`src/ktr_pkg.sv`:
```
package ktr_pkg;

    localparam int NUM_KEYS = 256;
    localparam int KEY_AW   = $clog2(NUM_KEYS);
    localparam int IDX_W    = 8;
    localparam int TIME_W   = 32;
    localparam int CFG_W    = 16;
    localparam int Q_DEPTH  = 2;
    localparam int Q_AW     = $clog2(Q_DEPTH);

    localparam logic [IDX_W-1:0] LAST_KEY_RESET = 8'hff;
    localparam logic [CFG_W-1:0] DELAY_RESET    = 16'd300;
    localparam logic [CFG_W-1:0] RATE_RESET     = 16'd30;

    // configuration register indexes
    localparam logic REG_REPEAT_DELAY = 1'b0;
    localparam logic REG_REPEAT_RATE  = 1'b1;

    typedef enum logic [1:0] {
        PH_RELEASED = 2'd0,
        PH_HELD     = 2'd1,
        PH_REPEAT   = 2'd2
    } phase_t;

    typedef enum logic [1:0] {
        CMD_SET     = 2'd0,
        CMD_IGNORE  = 2'd1,
        CMD_RELEASE = 2'd2,
        CMD_SAMPLE  = 2'd3
    } cmd_kind_t;

    typedef enum logic {
        BK_IDLE = 1'b0,
        BK_EXEC = 1'b1
    } back_state_t;

    typedef struct packed {
        cmd_kind_t           kind;
        logic [KEY_AW-1:0]   addr;
        logic [IDX_W-1:0]    key;
        logic [TIME_W-1:0]   now;
        logic [IDX_W-1:0]    new_last_key;
    } cmd_t;

    typedef struct packed {
        logic [CFG_W-1:0] repeat_delay;
        logic [CFG_W-1:0] repeat_rate;
    } cfg_t;

    typedef struct packed {
        logic push;
        logic full;
        logic empty;
    } q_stat_t;

endpackage

```
`src/ktr_queue.sv`:
```
module ktr_queue
    import ktr_pkg::*;
(
    input  logic    clk,
    input  logic    rst_n,
    input  logic    push,
    input  cmd_t    push_cmd,
    input  logic    pop,
    output cmd_t    head,
    output logic    full,
    output logic    empty
);

    cmd_t            entry_reg [Q_DEPTH];
    logic [Q_AW-1:0] wr_ptr_reg;
    logic [Q_AW-1:0] rd_ptr_reg;
    logic [Q_AW:0]   count_reg;

    assign full  = (count_reg == (Q_AW+1)'(Q_DEPTH));
    assign empty = (count_reg == '0);
    assign head  = entry_reg[rd_ptr_reg];

    always_ff @(posedge clk or negedge rst_n)
    begin
        if (!rst_n)
        begin
            wr_ptr_reg <= '0;
            rd_ptr_reg <= '0;
            count_reg  <= '0;
        end
        else
        begin
            if (push)
            begin
                wr_ptr_reg <= wr_ptr_reg + 1'b1;
            end
            if (pop)
            begin
                rd_ptr_reg <= rd_ptr_reg + 1'b1;
            end
            if (push && !pop)
            begin
                count_reg <= count_reg + 1'b1;
            end
            else if (pop && !push)
            begin
                count_reg <= count_reg - 1'b1;
            end
        end
    end

    always_ff @(posedge clk)
    begin
        if (push)
        begin
            entry_reg[wr_ptr_reg] <= push_cmd;
        end
    end

endmodule

```
`config.mk`:
```
export PLATFORM = sky130hd
export DESIGN_NAME = ktr_queue
export DESIGN_NICKNAME = d
export VERILOG_FILES = /design/src/ktr_pkg.sv /design/src/ktr_queue.sv
export SDC_FILE = /design/constraint.sdc
export NUM_CORES = 1
export LEC_CHECK = 0
export BUFFER_PORTS_ARGS = -buffer_cell sky130_fd_sc_hd__buf_2
export CAP_MARGIN = 20
export CELL_PAD_IN_SITES_DETAIL_PLACEMENT = 0
export CELL_PAD_IN_SITES_GLOBAL_PLACEMENT = 1
export CORE_MARGIN = 5
export CORE_UTILIZATION = 39
export DETAILED_ROUTE_END_ITERATION = 12
export GPL_ROUTABILITY_DRIVEN = 0
export PLACE_DENSITY = 0.81
export SETUP_SLACK_MARGIN = 0.2
export SLEW_MARGIN = 20
export SYNTH_ARGS = -nofsm -noshare
export SYNTH_HDL_FRONTEND = slang
export SYNTH_SLANG_ARGS = --single-unit
```
`constraint.sdc`:
```
create_clock -name clk -period 3.1 [get_ports clk]
set_input_delay 0.775 -clock clk [delete_from_list [all_inputs] [get_ports clk]]
set_output_delay 0.775 -clock clk [all_outputs]
set_load 0.05 [all_outputs]
```
==> results of run 1 <==
-- placed cells by master (no fill, tap or decap), types with 4 or more instances in the layout --
cell / count
sky130_fd_sc_hd__mux2_2: 48
sky130_fd_sc_hd__buf_2: 121
sky130_fd_sc_hd__xor2_1: 4
sky130_fd_sc_hd__buf_4: 4
sky130_fd_sc_hd__clkbuf_16: 17
sky130_fd_sc_hd__clkinv_2: 5
sky130_fd_sc_hd__mux2_4: 10
sky130_fd_sc_hd__edfxtp_1: 116
-- final timing paths --
check	startpoint	end
max	rd_ptr_reg	head[1]
min	rst_n	count_reg[1]
max reg2reg	wr_ptr_reg	entry_reg[1][49]
min reg2reg	count_reg[1]	count_reg[1]
max in group asynchronous	rst_n	rd_ptr_reg
min in group clk	count_reg[1]	count_reg[1]
-- Yosys cell counts, drive strengths merged --
cell / number / area (um2)
edfxtp: 116 / 3480
inv: 1 / 3.75
nor2b: 2 / 12.5
ha: 1 / 12.5
xor2: 4 / 35.0
nor2: 2 / 7.51
and2: 1 / 6.26
dfrtp: 4 / 100
buf: 7 / 57.6
xnor2: 1 / 8.76
mux2: 58 / 691
-- stage by stage --
stage,instance area [um2],hold WS [ps],cells,util [%],setup WS (ps)
floorplan,4420,456,197,-,370
global placement,5200,472,456,47.4,934
detailed placement,5200,476,456,47.4,919
CTS,5670,168,484,51.7,490
global route,5670,164,484,51.7,457
finish,5670,185,484,51.7,556
-- cells by family (layout without fill, tap and decap cells) --
group / Yosys count / after routing / share of synthesized area [%]
buffers and inverters: 8 / 155 / 1.39
muxes: 58 / 58 / 15.6
adders and majority gates: 1 / 1 / 0.283
and+or+nand+nor: 5 / 5 / 0.595
DFF: 120 / 120 / 81.1
xor gates and xnor gates: 5 / 5 / 0.991
-- layout make-up --
cell class                 count  area, um2  area share [%]
clock buffer                  20        437            7.70
clock inverter                 8       36.3           0.639
inverter                       1       3.75          0.0662
multi-input combinational     69        782            13.8
sequential                   120       3580            63.2
tap                          140        175            3.09
timing repair buffer         126        656            11.6
-- power by group through the flow --
stage	Sequential [W]	Clock, W	Combinational (W)
2_1_floorplan	0.00226	0	0.00201
3_3_place_gp	0.00226	0	0.00247
3_5_place_dp	0.00228	0	0.00248
4_1_cts	0.00225	0.00163	0.00249
5_1_grt	0.00227	0.00170	0.00257
6_report	0.00224	0.00158	0.00244
-- metal layers --
layer	share of wire (%)	vias up
li1	-	1047
met1	41	1099
met2	50	83
met3	8.5	4
met4	0.63	0
met5	0	-
-- worst max-delay path: cells and delay by family (launching register included) --
| family | cells | cell delay, ps |
|---|---|---|
| flip-flops | 1 | 350 |
| multiplexers | 1 | 410 |
| buffers and inverters | 2 | 630 |
==> results.env, run 1 <==
CLOCK_POWER_SHARE_PCT=25.2
NUMCLOCKSINKS=120
FIRST_GLOBAL_VIAS=2565
CRITICAL-PATH-SLOWEST-CELL='sky130_fd_sc_hd__buf_4'
FINAL_MAX_SLEW_VIOL_COUNT=0
AVGSYNTHCELLAREA_UM2=22.4
CTS_BUFFER_DEPTH=2
NUMBER_OF_HOLD_SLACK_VIOLATIONS_IN_THE_FINAL_TIMING_REPORT=0
INITIAL_UTILIZATION_PCT=40.2
STARTPOINT_TYPES='register'
YOSYSWARNINGCOUNT=0
FINAL_MIN_PERIOD_OVER_CLOCK_PERIOD_PCT=82.1
CTS.HOLD.BUFFERS_ADDED=0
WORSTMARGINPINSLEW_PS=473
SEQ_POWER_SHARE_PCT=35.8
WORST_EP_ARRIVAL_TIME_PS=1770
RSZ_0062_RAISED_AFTER_GLOBAL_ROUTING='false'
GR-MAX-USAGE-LAYER='met2'
N_ANTENNA_CELL=0
MAX_CAP_VIOLATIONS=0
CRIT_FANOUT=32
NET-SWITCHING-POWER_W=0.00243
POWER.SWITCHING_FRACTION_PCT=38.8
SLEW_HEADROOM_PCT=68.5
SETUP_VIOL=0
CTS_INSERTED_BUFFERS=17
FINCLKSKEW_PS=7.68
DRC=0
LEAKAGEPOWER_nW=2.20
END_KIND='output pin'
GRT_START_MAX_NET_PINS=59
POST_CTS_RESIZED=0
DIE-HEIGHT_UM=116
GRT_USAGE_PCT=12.1
FINALWORSTPATHREQUIREDPERIOD_PS=2540
NETLIST_INSTANCES=197
WORSTREGTOREGCELLS=2
CTS_HTREE_LEVELS=4
COMB_POWER_SHARE_PCT=39.0
VIAS_PER_CELL=4.61
PORT_BUFFERS=121
CELL_PWR_DENSITY_nW_PER_UM2=1100
GR_LAYER_USAGE_MET3_PCT=5.13
P_INT_W=0.00383
ANTENNA_FOUND_INITIAL=0
DIEWIDTH_UM=116
GRT.MET2_USAGE_PCT=20.2
CRIT_PATH_MAX_INCR_DELAY_PS=410
LARGEST_REGISTER_FF_COUNT=116
YS_TYPES=14
CRIT_REQUIRED_PS=2320
CLOCK_TREE.ROOT_CELL='sky130_fd_sc_hd__clkbuf_16'
GLOBAL_ROUTE_WIRE_LENGTH_BEFORE_REPAIR_UM=12100
FMAX_MHz=393
CRITICALPATHCATEGORY='register to output pin'
CLK_PIN_SLEW_WORST_PATHS_PS=50
BOUNDARYPINS=122
TOTALNEGATIVESETUPSLACK_PS=0
GLOBAL_ROUTE.USAGE.MET1_PCT=13.7
HPWLAFTERDP_UM=5150
FLOW.AREA_GROWTH_FROM_SYNTHESIS_PCT=28.4
ROUTED_WL_UM=7740
PATH_CELLS='buf_4 -> mux2_2 -> buf_2'
DETAILEDROUTE.FIRSTITERATIONVIOLATIONS=96
ANT_NETS=0
DR.PASS1.ITERS=4
FP.COREAREA_UM2=11000
FRACTION_OF_FINAL_LAYOUT_CELLS_WITH_DRIVE_STRENGTH_GREATER_THAN_1_PCT=60.8
SETUP.REG_TO_REG.WORST_SLACK_PS=1750
ROUTE.VIAS.TOTAL=2233
POST_DRT_WL_PER_CELL_UM=16.0
POST_SYNTH_INSTANCE_AREA_UM2=4420
OUTCOME='complete, no violations'
WORST_IR_DROP_VDD_mV=0.545
NUMBER_OF_PLACEMENT_ROWS=38
NNETSFINAL=398
DESIGN.DIE.AREA_UM2=13600
POWER_W=0.00626
GLOBALROUTE.TOTALOVERFLOW=0
POSTSYNTHNETCOUNT=260
SYNTH_SEQUENTIAL_AREA_RATIO_PCT=81.1
POST-CTS-SETUP-BUFFERS=0
TRITONCTS='done'
SKEW_PAIR_LATE_INSERTION_DELAY_PS=390
SYNTH.FF_LATCH_COUNT=120
FILL_CELL_TOTAL_OF_THE_FINISHED_LAYOUT=905
WORST_HOLD_PATH_TYPE='primary input to async pin'
Note: power is estimated with default switching activity, not from simulation.
==> inputs of run 2 (changes only) <==
==> constraint.sdc (replaced) <==
create_clock -name clk -period 2.2 [get_ports clk]
set_input_delay 0.55 -clock clk [delete_from_list [all_inputs] [get_ports clk]]
set_output_delay 0.55 -clock clk [all_outputs]
set_load 0.05 [all_outputs]
==> results.env, run 2 (synthesized netlist as in run 1, its figures left out) <==
FRACTION_OF_FINAL_LAYOUT_CELLS_WITH_DRIVE_STRENGTH_GREATER_THAN_1_PCT=63.6
ROUTED_WL_UM=9000
GLOBAL_ROUTE_WIRE_LENGTH_BEFORE_REPAIR_UM=12800
GRT_START_MAX_NET_PINS=33
ROUTE.VIAS.TOTAL=2302
SETUP_VIOL=0
LAYOUT_COMMONEST_CELL='sky130_fd_sc_hd__edfxtp_1'
CLOCK_POWER_SHARE_PCT=25.7
BOUNDARYPINS=122
PLACE.DETAILED.INSTANCES=456
GRT_USAGE_PCT=13.0
FILL_CELL_TOTAL_OF_THE_FINISHED_LAYOUT=811
DRC=0
OUTCOME='complete, no violations'
WORST_EP_ARRIVAL_TIME_PS=1630
SLEW_HEADROOM_PCT=70.7
P_INT_W=0.00689
LARGEST_REGISTER_FF_COUNT=116
DIE-HEIGHT_UM=116
RSZ_0062_RAISED_AFTER_GLOBAL_ROUTING='true'
HPWLAFTERDP_UM=5080
DR.PASS1.ITERS=4
WORST_IR_DROP_VDD_mV=0.869
POST_DRT_WL_PER_CELL_UM=18.1
NNETSFINAL=407
STARTPOINT_TYPES='register'
INITIAL_UTILIZATION_PCT=40.2
POWER.SWITCHING_FRACTION_PCT=36.0
CTS_HTREE_LEVELS=4
NET-SWITCHING-POWER_W=0.00387
SKEW_PAIR_LATE_INSERTION_DELAY_PS=400
WORST_HOLD_PATH_TYPE='primary input to register'
DIEWIDTH_UM=116
CRITICAL-PATH-SLOWEST-CELL='sky130_fd_sc_hd__dfrtp_2'
GLOBALROUTE.TOTALOVERFLOW=0
POWER_W=0.0108
TRITONCTS='done'
CLK_PIN_SLEW_WORST_PATHS_PS=60
CTS_INSERTED_BUFFERS=17
SEQ_POWER_SHARE_PCT=29.5
END_KIND='output pin'
PATH_CELLS='buf_12 -> clkbuf_16 -> mux2_2 -> buf_6'
FINALWORSTPATHREQUIREDPERIOD_PS=2180
FINAL_MAX_SLEW_VIOL_COUNT=0
CRIT_PATH_MAX_INCR_DELAY_PS=380
FIRST_GLOBAL_VIAS=2479
NUMBER_OF_HOLD_SLACK_VIOLATIONS_IN_THE_FINAL_TIMING_REPORT=0
CLOCK_TREE.ROOT_CELL='sky130_fd_sc_hd__clkbuf_16'
CELL_PWR_DENSITY_nW_PER_UM2=1660
ANTENNA_FOUND_INITIAL=0
NUMBER_OF_PLACEMENT_ROWS=38
WORSTMARGINPINSLEW_PS=440
VIAS_PER_CELL=4.63
N_ANTENNA_CELL=0
FINCLKSKEW_PS=6.36
NUMCLOCKSINKS=120
TOTALNEGATIVESETUPSLACK_PS=0
CRIT_REQUIRED_PS=1650
STDCELL_COUNT=497
FP.COREAREA_UM2=11000
ANT_NETS=0
DESIGN.DIE.AREA_UM2=13600
PORT_BUFFERS=121
MAX_CAP_VIOLATIONS=0
FLOW.AREA_GROWTH_FROM_SYNTHESIS_PCT=47.1
FMAX_MHz=458
COMB_POWER_SHARE_PCT=44.8
FINAL.HOLD.WORST_SLACK_PS=334
CTS_BUFFER_DEPTH=2
DETAILEDROUTE.FIRSTITERATIONVIOLATIONS=58
FINAL_MIN_PERIOD_OVER_CLOCK_PERIOD_PCT=99.1
LAYOUT_COMMON_CELLS='sky130_fd_sc_hd__edfxtp_1 (116), sky130_fd_sc_hd__buf_2 (63), sky130_fd_sc_hd__buf_6 (34), sky130_fd_sc_hd__mux2_2 (32)'
LEAKAGEPOWER_nW=2.56
CRITICALPATHCATEGORY='register to output pin'
CRIT_FANOUT=8
[run 2: changes by cell type in the layout (fill, tap and decap cells not counted), moves of 5 or more]
cell,before,now
sky130_fd_sc_hd__buf_2,121,63
sky130_fd_sc_hd__buf_6,0,34
sky130_fd_sc_hd__buf_8,0,26
sky130_fd_sc_hd__clkinvlp_4,0,5
sky130_fd_sc_hd__mux2_2,48,32
sky130_fd_sc_hd__mux2_4,10,26
[run 2: worst paths after layout]
check	startpoint	to	slack [ps]	cells after the start
hold reg to reg	count_reg[1]	count_reg[1]	500	1
min in group asynchronous	rst_n	count_reg[1]	480	2
setup reg to reg	wr_ptr_reg	entry_reg[1][41]	840	2
max in group asynchronous	rst_n	rd_ptr_reg	1590	2
setup / recovery	rd_ptr_reg	head[3]	20	4
hold / removal	push_cmd[10]	entry_reg[1][10]	330	1
[run 2: cell type report]
cell class,count,area (um2),share of cell area (%)
sequential,120,3580,55.2
timing repair buffer,135,1290,19.8
multi-input combinational,69,842,13.0
clock buffer,19,453,6.97
tap,140,175,2.70
clock inverter,13,153,2.35
inverter,1,3.75,0.0578
[run 2: metrics by stage]
stage,worst slack (ps),cell area [um2],util [%]
finish,18.9,6500,59.2
global route,-29.3,6500,59.2
floorplan,337,4430,-
global placement,342,5200,47.4
CTS,-47.2,6250,56.9
detailed placement,327,5200,47.4
[run 2: metal layers]
| metal | up-vias | part of all wire (%) | track usage, % |
|---|---|---|---|
| met5 | - | 0 | 0 |
| met1 | 1135 | 40 | 14.1 |
| met4 | 0 | 1.5 | 6.03 |
| met3 | 12 | 7.1 | 5.13 |
| met2 | 78 | 52 | 22.4 |
| li1 | 1077 | - | - |
[run 2: worst max-delay path: cells and delay by family (launching register included)]
kind	cells	cell delay (ps)
DFF	1	380
buffers and inverters	3	500
muxes	1	350
[run 2: repair_timing]
item / 4_1_cts / 5_1_grt
hold buffers: 1 / 0
gates cloned: 1 / 5
buffers inserted: 0 / 2
resized for setup: 127 / 33
hold endpoints to repair: 4 / 0
endpoints found under the setup margin: 58 / 58
[run 2: power groups by stage]
| stage | registers [W] | clock network (W) | logic, W |
|---|---|---|---|
| finish | 0.00317 | 0.00277 | 0.00482 |
| global route | 0.00321 | 0.00295 | 0.00502 |
| CTS | 0.00319 | 0.00283 | 0.00432 |
| detailed placement | 0.00321 | 0 | 0.00351 |
| global placement | 0.00318 | 0 | 0.00349 |
| floorplan | 0.00317 | 0 | 0.00283 |
