===== src/ktr_pkg.sv =====
package ktr_pkg;

    localparam int NUM_KEYS = 256;
    localparam int KEY_AW   = $clog2(NUM_KEYS);
    localparam int IDX_W    = 8;
    localparam int TIME_W   = 32;
    localparam int CFG_W    = 16;
    localparam int Q_DEPTH  = 2;
    localparam int Q_AW     = $clog2(Q_DEPTH);

    localparam logic [IDX_W-1:0] LAST_KEY_RESET = 8'hff;
    localparam logic [CFG_W-1:0] DELAY_RESET    = 16'd300;
    localparam logic [CFG_W-1:0] RATE_RESET     = 16'd30;

    // configuration register indexes
    localparam logic REG_REPEAT_DELAY = 1'b0;
    localparam logic REG_REPEAT_RATE  = 1'b1;

    typedef enum logic [1:0] {
        PH_RELEASED = 2'd0,
        PH_HELD     = 2'd1,
        PH_REPEAT   = 2'd2
    } phase_t;

    typedef enum logic [1:0] {
        CMD_SET     = 2'd0,
        CMD_IGNORE  = 2'd1,
        CMD_RELEASE = 2'd2,
        CMD_SAMPLE  = 2'd3
    } cmd_kind_t;

    typedef enum logic {
        BK_IDLE = 1'b0,
        BK_EXEC = 1'b1
    } back_state_t;

    typedef struct packed {
        cmd_kind_t           kind;
        logic [KEY_AW-1:0]   addr;
        logic [IDX_W-1:0]    key;
        logic [TIME_W-1:0]   now;
        logic [IDX_W-1:0]    new_last_key;
    } cmd_t;

    typedef struct packed {
        logic [CFG_W-1:0] repeat_delay;
        logic [CFG_W-1:0] repeat_rate;
    } cfg_t;

    typedef struct packed {
        logic push;
        logic full;
        logic empty;
    } q_stat_t;

endpackage


===== src/ktr_front.sv =====
module ktr_front
    import ktr_pkg::*;
(
    input  logic                clk,
    input  logic                rst_n,
    input  logic                accept,
    input  logic                mode,
    input  logic [IDX_W-1:0]    key_index,
    input  logic                key_pressed,
    input  logic [TIME_W-1:0]   now,
    input  logic [IDX_W-1:0]    new_last_key,
    input  logic                q_full,
    output logic                hold_valid,
    output logic                push,
    output cmd_t                cmd
);

    logic [IDX_W+KEY_AW-1:0] idx_ext;
    logic                    hold_valid_reg;
    cmd_t                    cmd_reg;
    cmd_t                    cmd_next;

    assign idx_ext = (IDX_W+KEY_AW)'(key_index);

    // sort the word into the action the back end will take
    always_comb
    begin
        cmd_next.addr         = idx_ext[KEY_AW-1:0];
        cmd_next.key          = key_index;
        cmd_next.now          = now;
        cmd_next.new_last_key = new_last_key;
        if (mode)
        begin
            cmd_next.kind = CMD_SET;
        end
        else if (idx_ext >= (IDX_W+KEY_AW)'(NUM_KEYS))
        begin
            cmd_next.kind = CMD_IGNORE;
        end
        else if (!key_pressed)
        begin
            cmd_next.kind = CMD_RELEASE;
        end
        else
        begin
            cmd_next.kind = CMD_SAMPLE;
        end
    end

    assign push       = hold_valid_reg && !q_full;
    assign hold_valid = hold_valid_reg;
    assign cmd        = cmd_reg;

    always_ff @(posedge clk or negedge rst_n)
    begin
        if (!rst_n)
        begin
            hold_valid_reg <= 1'b0;
        end
        else if (accept)
        begin
            hold_valid_reg <= 1'b1;
        end
        else if (push)
        begin
            hold_valid_reg <= 1'b0;
        end
    end

    always_ff @(posedge clk)
    begin
        if (accept)
        begin
            cmd_reg <= cmd_next;
        end
    end

endmodule


===== config.mk =====
export PLATFORM = sky130hd
export DESIGN_NAME = ktr_front
export DESIGN_NICKNAME = d
export VERILOG_FILES = /design/src/ktr_pkg.sv /design/src/ktr_front.sv
export SDC_FILE = /design/constraint.sdc
export NUM_CORES = 1
export LEC_CHECK = 0
export BUFFER_PORTS_ARGS = -buffer_cell sky130_fd_sc_hd__buf_2
export CORE_MARGIN = 1
export CORE_UTILIZATION = 25
export CTS_CLUSTER_SIZE = 12
export DETAILED_ROUTE_END_ITERATION = 10
export PLACE_DENSITY = 0.63
export SETUP_SLACK_MARGIN = 0.1
export SLEW_MARGIN = 0
export SYNTH_ARGS = -nofsm -noshare
export SYNTH_HDL_FRONTEND = slang
export SYNTH_SLANG_ARGS = --single-unit

===== constraint.sdc =====
create_clock -name clk -period 1.44 [get_ports clk]
set_input_delay 0.216 -clock clk [delete_from_list [all_inputs] [get_ports clk]]
set_output_delay 0.216 -clock clk [all_outputs]
set_load 0.02 [all_outputs]

==> results of run 1 <==
[metal layers]
layer	vias to the layer above	global-route usage	share of wire
li1	460	-	-
met1	449	0.102	0.38
met2	72	0.142	0.48
met3	2	0.0484	0.14
met4	0	0.0368	0.0045
met5	-	0	0
[cell families (layout without fill, tap and decap cells)]
family	Yosys count	in the layout	synth area share
compound gates	1	1	0.00466
simple gates	2	2	0.00777
flops	51	51	0.948
buf+inv	9	125	0.0396
[stage by stage]
step	util	std cells	setup WS [ps]
floorplan	-	63	410
global placement	0.367	245	486
detailed placement	0.367	245	467
CTS	0.382	254	241
global route	0.382	254	222
finish	0.382	254	258
[power by group through the flow]
stage          clock network [mW]  registers [mW]  logic [mW]
4_1_cts                     0.791            1.79       0.417
3_3_place_gp                    0            1.82       0.411
6_report                    0.736            1.79       0.412
5_1_grt                     0.838            1.80       0.442
2_1_floorplan                   0            1.98      0.0544
3_5_place_dp                    0            1.82       0.415
[Yosys cell counts (all sizes together)]
master / count / area share
a21o: 1 / 0.0047
inv: 1 / 0.0023
dfrtp: 1 / 0.016
edfxtp: 50 / 0.93
nor2b: 2 / 0.0078
buf: 8 / 0.037
[timing repair]
| action | CTS | global route |
|---|---|---|
| endpoints found under the hold margin | 1 | 0 |
| buffers inserted | 0 | 0 |
| hold buffers | 1 | 0 |
| setup endpoints to repair | 0 | 0 |
[area by class of cell]
class                           count  area share
Tap cell                           75      0.0405
Timing Repair Buffer              116       0.255
Sequential cell                    51       0.659
Clock inverter                      2     0.00324
Clock buffer                        6      0.0314
Multi-Input combinational cell      3     0.00865
Inverter                            1     0.00162
[worst max-delay path by stage]
stage | from | to | slack (ps) | cells after the start
after floorplan | hold_valid$_DFFE_PN0P_ | push | 410 | 1
after detailed placement | accept | cmd[7]$_DFFE_PP_ | 470 | 2
final | hold_valid$_DFFE_PN0P_ | push | 260 | 2
after CTS | hold_valid$_DFFE_PN0P_ | push | 240 | 2
after global placement | accept | cmd[7]$_DFFE_PP_ | 490 | 2
after global routing | hold_valid$_DFFE_PN0P_ | push | 220 | 2
==> flow_metrics.tcl, run 1 <==
set metrics [dict create \
    core_region_area_um2 6060 \
    cellLeakagePower_nw 1.01 \
    worst_path_dominant_cell_family "flip-flops" \
    final_max_slew_viol_count 0 \
    outcome "finished, final reports clean" \
    layout_common_cells "113 x sky130_fd_sc_hd__buf_2, 50 x sky130_fd_sc_hd__edfxtp_1, 5 x sky130_fd_sc_hd__clkbuf_8" \
    antenna_violating_nets_post_route 0 \
    flip_flop_count_of_the_largest_register_all_copies_and_words_added 50 \
    numCtsBuffers 5 \
    register_area_um2 1530 \
    crit_required_ps 1220 \
    firstDrtPassIters 4 \
    finalCriticalPeriod_ps 1180 \
    tritoncts "built" \
    worstMarginPinSlew_ps 328 \
    drt_iter0_markers 16 \
    antenna_found_initial 0 \
    worst_case_clock_buffer_depth 2 \
    multi_input_area_um2 20.0 \
    cts_sinks 51 \
    rsz_0062_raised_after_global_routing "false" \
    worst-r2r-setup-slack_ps 780 \
    skew_ps 0 \
    first_pass_grt_wire_length_mm 4.35 \
    chipWidth_um 82.3 \
    seq_area_frac_synth 0.948 \
    totalPowerFinal_mw 2.93 \
    synthesis.instances 63 \
    final.period_utilization 0.821 \
    remaining_drc_errors 0 \
    std_cell_rows 28 \
    post_route_cells_drive_above_1_share 0.670 \
    timing.critical_path.fanout_max 3 \
    f_max_mhz 846 \
    critPathBufInv 1 \
    worstHoldEndpoint "cmd[29]$_DFFE_PP_" \
    finalSetupViolCount 0 \
    num_ports 114 \
    drv.max_cap_violation_count 0 \
    whs_ps 98.0 \
    worstHoldPathType "input port to flop" \
    io_buffers 113 \
    detail_route.wl_per_cell_um 12.3 \
    switching_power_uw 700 \
    relative_slew_slack 0.781 \
    final.fill_count 593 \
    finalInstanceArea_um2 2310 \
    grt_start_max_net_pins 27 \
    chipHeight_um 82.3 \
    area.growth.synth_to_final_pct 43.7 \
    criticalPathCategory "flop to primary output" \
    hp-start "now[21]" \
    clkPwrFrac 0.251 \
    cts.root.buffer_cell "sky130_fd_sc_hd__clkbuf_8" \
    vias_after_detailed_routing 983 \
    timing.rr.end "hold_valid$_DFFE_PN0P_" \
    worst_hold_path.num_cells 1 \
    area_enclosed_by_the_die_boundary_um2 6770 \
    grtUsageTotal 0.0903 \
    syn_area_per_cell_um2 25.6 \
    design.final.nets 232 \
    clock_insertion_delay_worst_skew_ps 290 \
    worst_ir_drop_vdd_mv 0.440 \
    worstPathCellList "nor2b_1, buf_2" \
    timing.critical_path.from_type "flop" \
    postPlaceCellArea_um2 2220 \
    power_density_over_the_cells_nw_per_um2 1270 \
    post_drt_via_cell_ratio 3.87 \
    crit_path_top_delay_cell "sky130_fd_sc_hd__dfrtp_1" \
    synth.cell_area_um2 1610 \
    ctsResizeCount 0 \
    timing.setup.tns_ps 0 \
    first_global_vias 896 \
    htree_levels 2 \
    postRouteWirelength_mm 3.13 \
    mostFrequentLayoutCell "sky130_fd_sc_hd__buf_2" \
    finalWeightedCongestion 0.627 \
    grt.overflow.total 0 \
    worst-endpoint-arrival_ps 970 \
    post_synth_num_cell_types 6 \
    timing.rr.start "hold_valid$_DFFE_PN0P_" \
    worstRegToRegCells 1 \
    hpwlAfterDp_mm 2.48 \
    power.combinational.fraction 0.140 \
    finalHoldViolCount 0 \
    synth.yosys.warnings 0 \
    sequentialPowerShare 0.609 \
    initial_utilization 0.266 \
    swShare 0.239 \
    timing.critical_path.to_type "primary output" \
    diodes 0 \
    cellInternalPower_mw 2.23 \
    critPathMaxStageDelay_ps 400 \
    clock_pin_slew_on_the_worst_setup_and_hold_paths_ps 80 \
    synth_seq_cells 51 \
    syn_nets 117 \
]
(Power assumes the default switching activity.)
==> run 2, diff against run 1 <==
==> constraint.sdc (replaced) <==
create_clock -name clk -period 1.1 [get_ports clk]
set_input_delay 0.165 -clock clk [delete_from_list [all_inputs] [get_ports clk]]
set_output_delay 0.165 -clock clk [all_outputs]
set_load 0.02 [all_outputs]
==> run 2 against run 1 <==
  * The flow now finishes with violations (negative setup slack)
  * Critical path depth unchanged
  * Clock-buffer cell count did not move
  * Clock power grew 34%
  * Register-to-register slack got worse by 340 ps
  * Worst hold slack got worse by 56 ps
  * Critical path type unchanged
  * Largest power group unchanged
  * Routed wire length is 3.5% higher
==> flow_metrics.tcl, run 2 (synthesized netlist as in run 1, its figures left out) <==
set metrics [dict create \
    timing.critical_path.fanout_max 3 \
    failed_checks "negative setup slack" \
    crit_required_ps 940 \
    met3_wirelength_um 366 \
    post_route_cells_drive_above_1_share 0.670 \
    postPlaceCellArea_um2 2250 \
    remaining_drc_errors 0 \
    grtUsageTotal 0.0928 \
    std_cell_rows 28 \
    timing.setup.tns_ps -42.7 \
    antenna_violating_nets_post_route 0 \
    cts_sinks 51 \
    clock_pin_slew_on_the_worst_setup_and_hold_paths_ps 90 \
    flip_flop_count_of_the_largest_register_all_copies_and_words_added 50 \
    first_global_vias 905 \
    layout_common_cells "57 x sky130_fd_sc_hd__buf_6, 55 x sky130_fd_sc_hd__buf_2, 50 x sky130_fd_sc_hd__edfxtp_1" \
    initial_utilization 0.266 \
    post-route-worst-setup-slack_ps -42.7 \
    top_layer_used "met4" \
    f_max_mhz 875 \
    final_max_slew_viol_count 0 \
    relative_slew_slack 0.905 \
    post_drt_via_cell_ratio 3.89 \
    cts.root.buffer_cell "sky130_fd_sc_hd__clkbuf_8" \
    worst-endpoint-arrival_ps 980 \
    finalWeightedCongestion 0.637 \
    chipHeight_um 82.3 \
    area_enclosed_by_the_die_boundary_um2 6770 \
    area.growth.synth_to_final_pct 67.6 \
    final.fill_count 543 \
    power_density_over_the_cells_nw_per_um2 1520 \
    drv.max_cap_violation_count 0 \
    finalCriticalPeriod_ps 1140 \
    criticalPathCategory "flop to primary output" \
    postRouteWirelength_mm 3.24 \
    worstMarginPinSlew_ps 142 \
    chipWidth_um 82.3 \
    grt_start_max_net_pins 27 \
    mostFrequentLayoutCell "sky130_fd_sc_hd__buf_6" \
    drt_iter0_markers 22 \
    layout.core_utilization 0.445 \
    htree_levels 2 \
    tritoncts "built" \
    route.met2.wl_mm 1.62 \
    outcome "complete, but fails checks" \
    vias_after_detailed_routing 987 \
    timing.critical_path.from_type "flop" \
    clock_insertion_delay_worst_skew_ps 290 \
    timing.critical_path.to_type "primary output" \
    firstDrtPassIters 3 \
    diodes 0 \
    numCtsBuffers 5 \
    first_pass_grt_wire_length_mm 4.42 \
    worst_case_clock_buffer_depth 2 \
    core_region_area_um2 6060 \
    io_buffers 113 \
    worstHoldPathType "input port to flop" \
    detail_route.wl_per_cell_um 12.7 \
    finalHoldViolCount 0 \
    grt.overflow.total 0 \
    num_ports 114 \
    design.final.nets 232 \
    cellLeakagePower_nw 1.14 \
    antenna_found_initial 0 \
    final.period_utilization 1.04 \
    m1WireLength_mm 1.22 \
    finalSetupViolCount 1 \
    worst_ir_drop_vdd_mv 0.727 \
    rsz_0062_raised_after_global_routing "true" \
    whs_ps 42.5 \
    postCtsSetupRepairBufs 0 \
    finalInstanceArea_um2 2700 \
    skew_ps 0 \
]
## run 2: repair_timing
action / CTS / global route
endpoints found under the setup margin: 44 / 59
gates resized for setup: 84 / 31
hold buffers: 1 / 0
hold endpoints to repair: 1 / 0
## run 2: cell type report
class,count,area (µm²),share of cell area
repair buffers,116,975,0.361
clock buffers,6,72.6,0.0269
flip-flops and latches,51,1530,0.566
multi-input cells,3,20.0,0.00742
clock inverters,2,7.51,0.00278
well taps,75,93.8,0.0348
inverters,1,3.75,0.00139
## run 2: worst paths after layout
kind / start / end / slack (ps) / depth (start not counted)
worst max-delay path: hold_valid$_DFFE_PN0P_ / push / -40 / 2
worst min-delay path: now[21] / cmd[29]$_DFFE_PP_ / 40 / 1
worst max register to register: hold_valid$_DFFE_PN0P_ / hold_valid$_DFFE_PN0P_ / 440 / 1
worst min register to register: hold_valid$_DFFE_PN0P_ / hold_valid$_DFFE_PN0P_ / 520 / 1
max in group asynchronous: rst_n / hold_valid$_DFFE_PN0P_ / 830 / 2
min in group asynchronous: rst_n / hold_valid$_DFFE_PN0P_ / 180 / 2
## run 2: stage by stage
| stage | setup slack, ps | instances | total power, mW |
|---|---|---|---|
| finish | -42.7 | 254 | 4.10 |
| global route | -94.1 | 254 | 4.28 |
| CTS | -59.6 | 254 | 4.10 |
| detailed placement | 289 | 245 | 2.94 |
| global placement | 296 | 245 | 2.93 |
| floorplan | 121 | 63 | 2.66 |
## run 2: critical path, stage by stage (launching register included)
cell	delay [ps]
sky130_fd_sc_hd__dfrtp_1	400
sky130_fd_sc_hd__nor2b_1	140
sky130_fd_sc_hd__buf_4	150
## run 2: routing by layer
| metal | global-route usage | vias to the layer above |
|---|---|---|
| met2 | 0.150 | 69 |
| met1 | 0.105 | 452 |
| li1 | - | 460 |
| met5 | 0 | - |
| met3 | 0.0440 | 6 |
| met4 | 0.0368 | 0 |
## run 2: power breakdown
group          switching [mW]  internal, mW
registers              0.0768          2.30
clock network           0.548         0.435
logic                   0.351         0.387
total                   0.977          3.13
==> run 3, diff against run 2 <==
--- a/config.mk
+++ b/config.mk
@@ -5,8 +5,8 @@
 export SDC_FILE = /design/constraint.sdc
 export NUM_CORES = 1
 export LEC_CHECK = 0
+export ABC_AREA = 1
 export BUFFER_PORTS_ARGS = -buffer_cell sky130_fd_sc_hd__buf_2
-export CORE_MARGIN = 1
 export CORE_UTILIZATION = 25
 export CTS_CLUSTER_SIZE = 12
 export DETAILED_ROUTE_END_ITERATION = 10
==> run 3 against run 2 <==
  * The run now ends clean
  * First-iteration DRC count is 27% higher
  * Combinational power hardly changed
  * Die area is 0.54% higher
  * Worst setup slack better by 62 ps
  * Critical endpoint unchanged
  * Register-to-register slack better by 60 ps
  * Sequential power hardly changed
  * Worst hold slack worse by 0.69 ps
  * Utilization is 0.093 points higher
  * Highest routed layer unchanged
==> flow_metrics.tcl, run 3 <==
set metrics [dict create \
    hpwlAfterDp_mm 2.47 \
    worst-r2r-setup-slack_ps 500 \
    multi_input_area_um2 17.5 \
    netlist_top_cells_count "50 x sky130_fd_sc_hd__edfxtp_1, 8 x sky130_fd_sc_hd__buf_4, 4 x sky130_fd_sc_hd__inv_1" \
    htree_levels 2 \
    finalCriticalPeriod_ps 1080 \
    worst-endpoint-arrival_ps 920 \
    finalInstanceArea_um2 2720 \
    timing.rr.end "hold_valid$_DFFE_PN0P_" \
    clkPwrFrac 0.241 \
    final.period_utilization 0.982 \
    layout.core_utilization 0.446 \
    final.fill_count 562 \
    outcome "finished, final reports clean" \
    worst_case_clock_buffer_depth 2 \
    flip_flop_count_of_the_largest_register_all_copies_and_words_added 50 \
    synth-async-reset-ratio 0.0196 \
    remaining_drc_errors 0 \
    power.combinational.fraction 0.180 \
    yosys.area.top_type "sky130_fd_sc_hd__edfxtp_1" \
    crit_required_ps 940 \
    tritoncts "built" \
    drv.max_cap_violation_count 0 \
    relative_slew_slack 0.900 \
    whs_ps 41.8 \
    post_synth_num_cell_types 7 \
    firstDrtPassIters 3 \
    synthesis.instances 67 \
    register_area_um2 1530 \
    drt_iter0_markers 28 \
    finalHoldViolCount 0 \
    hp-start "now[11]" \
    synth.most_common_cell "sky130_fd_sc_hd__edfxtp_1" \
    worstRegToRegCells 2 \
    worstMarginPinSlew_ps 150 \
    antenna_found_initial 1 \
    cts.root.buffer_cell "sky130_fd_sc_hd__clkbuf_8" \
    seq_area_frac_synth 0.943 \
    postPlaceCellArea_um2 2260 \
    syn_nets 121 \
    cellLeakagePower_nw 1.16 \
    grt.overflow.total 0 \
    worst_hold_path.num_cells 1 \
    cellInternalPower_mw 3.15 \
    crit_path_top_delay_cell "sky130_fd_sc_hd__dfrtp_1" \
    worstHoldEndpoint "cmd[19]$_DFFE_PP_" \
    post_route_cells_drive_above_1_share 0.661 \
    synth_seq_cells 51 \
    chipHeight_um 82.5 \
    initial_utilization 0.266 \
    worst_ir_drop_vdd_mv 0.617 \
    timing.critical_path.fanout_max 3 \
    power_density_over_the_cells_nw_per_um2 1510 \
    timing.rr.start "hold_valid$_DFFE_PN0P_" \
    antenna_violating_nets_post_route 0 \
    postRouteWirelength_mm 3.24 \
    worstPathCellList "inv_1, nor2_2, buf_6" \
    post_drt_via_cell_ratio 3.85 \
    clock_insertion_delay_worst_skew_ps 290 \
    grt_start_max_net_pins 28 \
    netlist_top_cells_area "sky130_fd_sc_hd__edfxtp_1 93%, sky130_fd_sc_hd__buf_4 3.7%, sky130_fd_sc_hd__dfrtp_1 1.5%" \
    timing.critical_path.to_type "primary output" \
    num_ports 114 \
    layout_common_cells "59 x sky130_fd_sc_hd__buf_6, 54 x sky130_fd_sc_hd__buf_2, 50 x sky130_fd_sc_hd__edfxtp_1" \
    grtUsageTotal 0.0925 \
    cts_sinks 51 \
    criticalPathCategory "flop to primary output" \
    numCtsBuffers 5 \
    f_max_mhz 925 \
    netlist.area_leader.share 0.927 \
    design.final.nets 236 \
    number_of_enable_flip_flop_cells_after_synthesis 50 \
    critPathMaxStageDelay_ps 360 \
    clock_pin_slew_on_the_worst_setup_and_hold_paths_ps 80 \
    finalWeightedCongestion 0.618 \
    std_cell_rows 28 \
    syn_area_per_cell_um2 24.2 \
    first_global_vias 943 \
    first_pass_grt_wire_length_mm 4.33 \
    timing.setup.tns_ps 0 \
    timing.critical_path.from_type "flop" \
    switching_power_uw 968 \
    io_buffers 113 \
    skew_ps 0 \
    sequentialPowerShare 0.579 \
    core_region_area_um2 6100 \
    synth-main-ff-cell "sky130_fd_sc_hd__edfxtp_1" \
    worstHoldPathType "input port to flop" \
    swShare 0.235 \
    mostFrequentLayoutCell "sky130_fd_sc_hd__buf_6" \
    vias_after_detailed_routing 997 \
    rsz_0062_raised_after_global_routing "true" \
    finalSetupViolCount 0 \
    detail_route.wl_per_cell_um 12.5 \
    chipWidth_um 82.5 \
    area_enclosed_by_the_die_boundary_um2 6800 \
    synth.yosys.warnings 0 \
    area.growth.synth_to_final_pct 68.0 \
    final_max_slew_viol_count 0 \
    synth.cell_area_um2 1620 \
]
[run 3: cell types whose count changed after synthesis]
cell | before | now
sky130_fd_sc_hd__nand2_1 | 0 | 2
sky130_fd_sc_hd__a21o_1 | 1 | 0
sky130_fd_sc_hd__nor2_1 | 0 | 1
sky130_fd_sc_hd__nor2_2 | 0 | 1
sky130_fd_sc_hd__inv_1 | 1 | 4
sky130_fd_sc_hd__nor2b_1 | 2 | 0
[run 3: logic make-up after synthesis]
logic type    count (synthesis)  synth area share
simple gates                  4            0.0108
buf+inv                      12            0.0464
flops                        51             0.943
[run 3: final cells by class]
class                   instances  share of cell area
multi-input cells               4             0.00644
repair buffers                116               0.362
diodes                          1            0.000920
well taps                      75              0.0345
inverters                       4             0.00552
flip-flops and latches         51               0.561
clock buffers                   8              0.0294
[run 3: what timing repair did]
| item | in CTS | in global routing |
|---|---|---|
| endpoints found under the setup margin | 48 | 60 |
| setup buffers | 0 | 0 |
| gates resized for setup | 18 | 100 |
| endpoints found under the hold margin | 1 | 0 |
| hold buffers | 1 | 0 |
| pin swaps | 0 | 0 |
[run 3: routing by layer]
layer | track usage | part of all wire | vias up
li1 | - | - | 469
met1 | 0.0973 | 0.35 | 454
met2 | 0.151 | 0.52 | 69
met3 | 0.0505 | 0.11 | 5
met4 | 0.0421 | 0.014 | 0
met5 | 0 | 0 | -
[run 3: stage by stage]
stage	std cells	worst slack, ps	total power, mW
6_report	259	19.3	4.12
5_1_grt	258	-26.1	4.33
4_1_cts	258	1.21	3.99
3_5_place_dp	249	283	2.94
3_3_place_gp	249	291	2.93
2_1_floorplan	67	219	2.67
[run 3: worst max path at each step]
stage | endpoint | startpoint | slack (ps)
detailed placement | cmd[43]$_DFFE_PP_ | accept | 280
global route | push | hold_valid$_DFFE_PN0P_ | -30
global placement | cmd[20]$_DFFE_PP_ | accept | 290
finish | push | hold_valid$_DFFE_PN0P_ | 20
CTS | push | hold_valid$_DFFE_PN0P_ | 1
floorplan | push | hold_valid$_DFFE_PN0P_ | 220
[run 3: power groups by stage]
stage / combinational [mW] / clock (mW) / sequential, mW
6_report: 0.740 / 0.992 / 2.38
5_1_grt: 0.787 / 1.13 / 2.40
4_1_cts: 0.585 / 1.05 / 2.35
3_5_place_dp: 0.553 / 0 / 2.39
3_3_place_gp: 0.549 / 0 / 2.38
2_1_floorplan: 0.0731 / 0 / 2.59
[run 3: critical path: cells and delay by family (launching register included)]
family / cells / cell delay (ps)
buf+inv: 2 / 170
flops: 1 / 360
simple gates: 1 / 90
